==> config.mk <==
export PLATFORM = sky130hd
export DESIGN_NAME = frfe_back
export DESIGN_NICKNAME = d
export VERILOG_FILES = /design/src/design/frfe_pkg.sv /design/src/design/frfe_back.sv
export SDC_FILE = /design/constraint.sdc
export NUM_CORES = 2
export LEC_CHECK = 0
export BUFFER_PORTS_ARGS = -buffer_cell sky130_fd_sc_hd__clkbuf_2
export CAP_MARGIN = 20
export CORE_MARGIN = 4
export CORE_UTILIZATION = 64
export CTS_CLUSTER_DIAMETER = 50
export DETAILED_ROUTE_END_ITERATION = 10
export GPL_ROUTABILITY_DRIVEN = 1
export MAX_ROUTING_LAYER = met4
export PLACE_DENSITY = 0.82
export SLEW_MARGIN = 30
export SYNTH_ARGS = -nofsm -noshare
export SYNTH_HDL_FRONTEND = slang
export SYNTH_SLANG_ARGS = --single-unit
==> constraint.sdc <==
create_clock -name i_clk -period 13.7 [get_ports i_clk]
set_input_delay 1.37 -clock i_clk [delete_from_list [all_inputs] [get_ports i_clk]]
set_output_delay 1.37 -clock i_clk [all_outputs]
set_load 0.01 [all_outputs]
==> src/design/frfe_pkg.sv <==
// ----------------------------------------------------------------------------
// frfe_pkg
// Shared types and constants of the FIR frequency response evaluator.
// ----------------------------------------------------------------------------
package frfe_pkg;

    // configuration register map
    localparam int          PADDR_W         = 3;
    localparam logic        REG_TAP_COUNT   = 1'b0;
    localparam logic [6:0]  TAP_COUNT_RESET = 7'd4;

    // command queue between front and back
    localparam int QUEUE_DEPTH = 4;
    localparam int QPTR_W      = 2;
    localparam int QCNT_W      = 3;

    // cordic datapath, Q2.30 with headroom
    localparam int CORDIC_STAGES = 16;
    localparam int XY_W          = 34;

    localparam logic signed [XY_W-1:0] CORDIC_GAIN  = XY_W'(652032874);
    localparam logic signed [XY_W-1:0] QUARTER_TURN = XY_W'(1073741824);
    localparam logic signed [XY_W-1:0] HALF_TURN    = XY_W'(64'sd2147483648);
    localparam logic signed [XY_W-1:0] RND_Q15      = XY_W'(16384);

    localparam logic [31:0] ATAN_TURNS [CORDIC_STAGES] = '{
        32'h20000000, 32'h12E4051E, 32'h09FB385B, 32'h051111D4,
        32'h028B0D43, 32'h0145D7E1, 32'h00A2F61E, 32'h00517C55,
        32'h0028BE53, 32'h00145F2F, 32'h000A2F98, 32'h000517CC,
        32'h00028BE6, 32'h000145F3, 32'h0000A2FA, 32'h0000517D
    };

    // classified word waiting for the back end
    typedef struct packed {
        logic               is_eval;
        logic               wr_ok;
        logic [5:0]         tap_index;
        logic signed [15:0] coeff;
        logic [15:0]        freq_word;
    } t_cmd;

    // cordic pipeline output and status
    typedef struct packed {
        logic               valid;
        logic               busy;
        logic signed [15:0] cos_v;
        logic signed [15:0] sin_v;
        logic signed [15:0] tag;
    } t_cs_res;

endpackage

==> src/design/frfe_back.sv <==
// ----------------------------------------------------------------------------
// frfe_back
// Executes queued words: writes the coefficient store, or walks the taps
// through the cordic, multiplies, accumulates and rounds one response.
// ----------------------------------------------------------------------------
module frfe_back import frfe_pkg::*; #(
    parameter int MAX_TAPS   = 64,
    parameter int PHASE_BITS = 16
) (
    input  logic               i_clk,
    input  logic               i_rst_n,
    input  logic [6:0]         i_tap_count,
    input  logic               i_cmd_valid,
    input  t_cmd               i_cmd,
    output logic               o_pop,
    output logic               o_cs_valid,
    output logic [31:0]        o_cs_turn,
    output logic signed [15:0] o_cs_tag,
    input  t_cs_res            i_cs,
    output logic               o_out_valid,
    input  logic               i_out_stall,
    output logic signed [23:0] o_real_sum,
    output logic signed [23:0] o_imag_sum
);

    localparam int AW    = (MAX_TAPS > 1) ? $clog2(MAX_TAPS) : 1;
    localparam int CW    = $clog2(MAX_TAPS + 1);
    localparam int ACC_W = 33 + AW;

    localparam logic [1:0] ST_IDLE  = 2'd0;
    localparam logic [1:0] ST_ISSUE = 2'd1;
    localparam logic [1:0] ST_DRAIN = 2'd2;
    localparam logic [1:0] ST_FINAL = 2'd3;

    logic [1:0]              r_state;
    logic [1:0]              n_state;
    logic [CW-1:0]           r_n;
    logic [CW-1:0]           r_taps;
    logic [PHASE_BITS-1:0]   r_phase;
    logic [PHASE_BITS-1:0]   r_step;
    logic                    r_rd_v;
    logic [31:0]             r_rd_turn;
    logic signed [15:0]      r_coef;
    logic                    r_pv;
    logic signed [31:0]      r_pc;
    logic signed [31:0]      r_ps;
    logic signed [ACC_W-1:0] r_acc_re;
    logic signed [ACC_W-1:0] r_acc_im;
    logic                    r_out_v;
    logic signed [23:0]      r_re;
    logic signed [23:0]      r_im;

    logic signed [15:0]      mem [MAX_TAPS];

    logic [CW-1:0]           taps_sat;
    logic [39:0]             fw_ext;
    logic [PHASE_BITS-1:0]   step;
    logic                    eval_start;
    logic                    out_load;
    logic                    drained;

    function automatic logic signed [23:0] round_sat24(input logic signed [ACC_W-1:0] v);
        logic signed [ACC_W-1:0] s;
        s = (v + ACC_W'(8192)) >>> 14;
        if (s > ACC_W'(8388607)) begin
            return 24'sh7FFFFF;
        end else if (s < ACC_W'(-8388608)) begin
            return 24'sh800000;
        end
        return s[23:0];
    endfunction

    assign taps_sat   = (32'(i_tap_count) > MAX_TAPS) ? CW'(MAX_TAPS) : CW'(i_tap_count);
    // step = freq_word scaled to the phase width, truncating when narrower
    assign fw_ext     = {i_cmd.freq_word, 24'b0};
    assign step       = fw_ext[39 -: PHASE_BITS];
    assign o_pop      = (r_state == ST_IDLE) && i_cmd_valid;
    assign eval_start = o_pop && i_cmd.is_eval;
    assign drained    = !r_rd_v && !i_cs.busy && !r_pv;
    assign out_load   = (r_state == ST_FINAL) && (!r_out_v || !i_out_stall);

    always_comb begin
        n_state = r_state;
        unique case (r_state)
            ST_IDLE: begin
                if (eval_start) begin
                    n_state = (taps_sat == '0) ? ST_DRAIN : ST_ISSUE;
                end
            end
            ST_ISSUE: begin
                if (CW'(r_n + CW'(1)) == r_taps) begin
                    n_state = ST_DRAIN;
                end
            end
            ST_DRAIN: begin
                if (drained) begin
                    n_state = ST_FINAL;
                end
            end
            ST_FINAL: begin
                if (out_load) begin
                    n_state = ST_IDLE;
                end
            end
        endcase
    end

    always_ff @(posedge i_clk) begin
        if (!i_rst_n) begin
            r_state <= ST_IDLE;
            r_rd_v  <= 1'b0;
            r_pv    <= 1'b0;
            r_out_v <= 1'b0;
        end else begin
            r_state <= n_state;
            r_rd_v  <= (r_state == ST_ISSUE);
            r_pv    <= i_cs.valid;
            if (out_load) begin
                r_out_v <= 1'b1;
            end else if (!i_out_stall) begin
                r_out_v <= 1'b0;
            end
        end
    end

    // tap walk: phase steps once per issued tap
    always_ff @(posedge i_clk) begin
        if (eval_start) begin
            r_taps  <= taps_sat;
            r_step  <= step;
            r_phase <= '0;
            r_n     <= '0;
        end else if (r_state == ST_ISSUE) begin
            r_phase <= r_phase + r_step;
            r_n     <= r_n + CW'(1);
        end
        r_rd_turn <= {r_phase, {(32 - PHASE_BITS){1'b0}}};
    end

    always_ff @(posedge i_clk) begin
        if (o_pop && !i_cmd.is_eval && i_cmd.wr_ok) begin
            mem[AW'(i_cmd.tap_index)] <= i_cmd.coeff;
        end
        if (r_state == ST_ISSUE) begin
            r_coef <= mem[r_n[AW-1:0]];
        end
    end

    assign o_cs_valid = r_rd_v;
    assign o_cs_turn  = r_rd_turn;
    assign o_cs_tag   = r_coef;

    always_ff @(posedge i_clk) begin
        r_pc <= i_cs.tag * i_cs.cos_v;
        r_ps <= i_cs.tag * i_cs.sin_v;
        if (eval_start) begin
            r_acc_re <= '0;
            r_acc_im <= '0;
        end else if (r_pv) begin
            r_acc_re <= r_acc_re + ACC_W'(r_pc);
            r_acc_im <= r_acc_im - ACC_W'(r_ps);
        end
        if (out_load) begin
            r_re <= round_sat24(r_acc_re);
            r_im <= round_sat24(r_acc_im);
        end
    end

    assign o_out_valid = r_out_v;
    assign o_real_sum  = r_re;
    assign o_imag_sum  = r_im;

    a_issue_range: assert property (@(posedge i_clk) disable iff (!i_rst_n)
        (r_state == ST_ISSUE) |-> (r_n < r_taps))
        else $error("tap walk ran past the tap count");

    a_cs_in_eval: assert property (@(posedge i_clk) disable iff (!i_rst_n)
        i_cs.valid |-> (r_state == ST_ISSUE || r_state == ST_DRAIN))
        else $error("cordic result outside an evaluation");

    a_out_from_final: assert property (@(posedge i_clk) disable iff (!i_rst_n)
        $rose(r_out_v) |-> $past(r_state == ST_FINAL && drained == 1'b0 || r_state == ST_FINAL))
        else $error("result loaded before the accumulation finished");

endmodule

==> run metrics <==
die area 119000 µm²; most common cell after layout, fill and taps aside edfxtp_1; initial antenna violation count 27; H-tree lvl count 4; post-synthesis cell type count 82; max incr delay on CP 600 ps; Min-Delay Path Class flop to flop; Critical Path, Cell by Cell clkbuf_2 > nand2_1 > fa_1 > fa_1 > fa_1 > fa_1 > inv_1 > fa_1 > fa_1 > ha_1 > a21o_1 > a21o_1 > a21oi_1 > o21a_1 > o21ai_1 > a31oi_1 > o31ai_1 > o31ai_1 > mux2i_1 > nand2_1; Arr. time, crit path 8250 ps; commonest cells after routing, fill and taps aside edfxtp_1, inv_1, fa_1, nand2_1, mux4_2; worst r2r path cells 5; gpl congestion 0.943; number of I/O pins 200; IO Port Bufs 183; die span in x 346 µm; All-Layer GR Usage 0.346; Die H 346 µm; MaxCap Viol Count 0; Initial Util 0.647; post-synthesis compound-gate area fraction 0.0442; post-synthesis register bit count 1297; largest family of logic cells by synthesized area adder cells; gr ovfl total 0; family with the most delay on the worst path adder cells; Worst path depth 20; Hold Path Depth 0; overall routed net length 198 mm; Worst Max-Slew Pin Slew 982 ps; DRT Pass-1 Iters 8; Post-synth EDFFs 1111; slew margin rel. 0.345; CP max-delay cell clkbuf_2; Critical Path RT 14340 ps; fmax 131 MHz; CTS tree yes; pin count of the biggest net entering global routing 93; Post-Synth Adder-Cell Area 0.190; CP max FO 32; Post-Layout Cell Count 7050; RSZ-0062 raised after global routing no; nets 6305; CTS sink cnt 1297; async set-or-reset flop fraction in the synthesized netlist 0; first-pass GRT wire length 299 mm; Final ANT Viol Nets 0; Detail Placement HPWL 120 mm; Fin Setup TNS 0 ps; placeable core area 113000 µm²; fin crit share 0.555; DRT iter0 DRCs 6377; number of global-route vias before repair 46795; clock skew 78.1 ps; average size of a mapped cell 14.0 µm²; # rows 123; # Post-CTS Setup Buffers 0; Synth area leader edfxtp_1; sequential area share after synthesis 0.508; outcome complete, no violations; Hold Buf Count CTS 0; nature of the critical path startpoint primary input; top_reg_cell synth edfxtp_1; CP most frequent cell fa_1; post-place setup slack 5850 ps; top area cells in the synthesized netlist edfxtp_1, fa_1, mux4_2; Synth top area share 0.457; CTS clk-pin slew, worst paths 60 ps; Worst-Skew Late Latency 800 ps; share of layout cells above drive strength 1 0.154; post-route minimum period 7610 ps; kind of critical path primary input to flop; Via density 6.45; Setup-failing EPs final 0; post-layout util 0.710; WL per Instance 28.1 µm; total CTS buffers 135; PnR worst setup slack 6090 ps; Cell Area, Synth 73000 µm²; Hold Violations, Final 0; crit end category flop; number of remaining DRC errors 0; Layout area overhead 9.80%; Synth Area in XOR/XNOR 0.0239; CTS Root Cell clkbuf_16; Post-Syn Instances 5216; simple logic cell fraction of the synthesized area 0.0737; number of gates resized after cts 0; YS warnings 0; multiplexer area fraction after synthesis 0.111; CTS max path bufs 3; worst path buffer plus inverter count 2; Max Slew Vio Count 0; Post-Place Cells 6777; Vias 45499
[logic make-up (layout without fill, tap and decap cells)]
| group | Yosys count | after routing |
|---|---|---|
| muxes | 391 | 391 |
| DFF | 1297 | 1297 |
| and+or+nand+nor | 1109 | 1109 |
| AOI/OAI and AO/OA | 504 | 504 |
| other | 1 | 44 |
| adders and majority gates | 790 | 790 |
| xor gates and xnor gates | 199 | 199 |
| buffers and inverters | 925 | 1216 |
[routing by layer]
layer  global-route usage  vias up  wire (µm)  share of wire
met5                    -        -          0              0
met4                0.163        0      12300          0.062
met3               0.0952      795      25100           0.13
met2                0.529     3380      93300           0.47
met1                0.435    22641      67200           0.34
li1                     -    18683          -              -
[per-stage QoR]
step,hold WS [ps],instance area [µm²]
floorplan,351,73000
global placement,361,75600
detailed placement,365,75600
CTS,341,80000
global route,358,80100
finish,341,80100
[sequential cells by signal (all words and copies together), names as in the netlist, 2 cells and up]
signal      flops
mem          1024
o_cs_tag       16
o_cs_turn      16
o_imag_sum     24
o_real_sum     24
r_acc_im       39
r_acc_re       39
r_n             7
r_pc           32
r_phase        16
r_ps           32
r_state         2
r_step         16
r_taps          7
[Yosys cell counts, types with 12 or more instances]
cell	number
edfxtp_1	1111
inv_1	691
fa_1	527
nand2_1	345
mux4_2	336
ha_1	263
and2_1	246
nor2_1	246
dfxtp_1	186
clkbuf_1	178
a21oi_1	169
xnor2_1	117
nand3_1	88
xor2_1	82
o21ai_1	72
a21o_1	65
mux2i_1	55
o21ai_0	41
nor3_1	35
buf_2	24
nor2b_1	24
o21bai_1	24
nand2b_1	22
and3_1	21
o21a_1	21
nand4_1	19
a211oi_1	18
buf_4	17
buf_1	15
a31oi_1	13
nand3b_1	12
[area by class of cell]
cell class                      instances  area (µm²)
Clock inverter                         87         916
Tap cell                             1500        1880
Timing Repair Buffer                  280        1680
Multi-Input combinational cell       3009       32400
Fill cell                            6748       32700
Sequential cell                      1297       37100
Clock buffer                          158        3470
Inverter                              691        2600
Antenna cell                           28        70.1
[path summary, 6_finish.rpt]
kind                            start                endpoint  slack (ps)
max                          i_cs[10]        r_ps[24]$_DFF_P_        6090
min          r_phase[11]$_SDFFE_PP0P_   o_cs_turn[27]$_DFF_P_         340
min reg2reg  r_phase[11]$_SDFFE_PP0P_   o_cs_turn[27]$_DFF_P_         340
max reg2reg       r_n[1]$_SDFFE_PP0P_  o_cs_tag[14]$_DFFE_PP_        9260
Power is left out: the tool's default activity adds up to more than one toggle a clock period on the data nets, which glitch-free logic cannot reach.
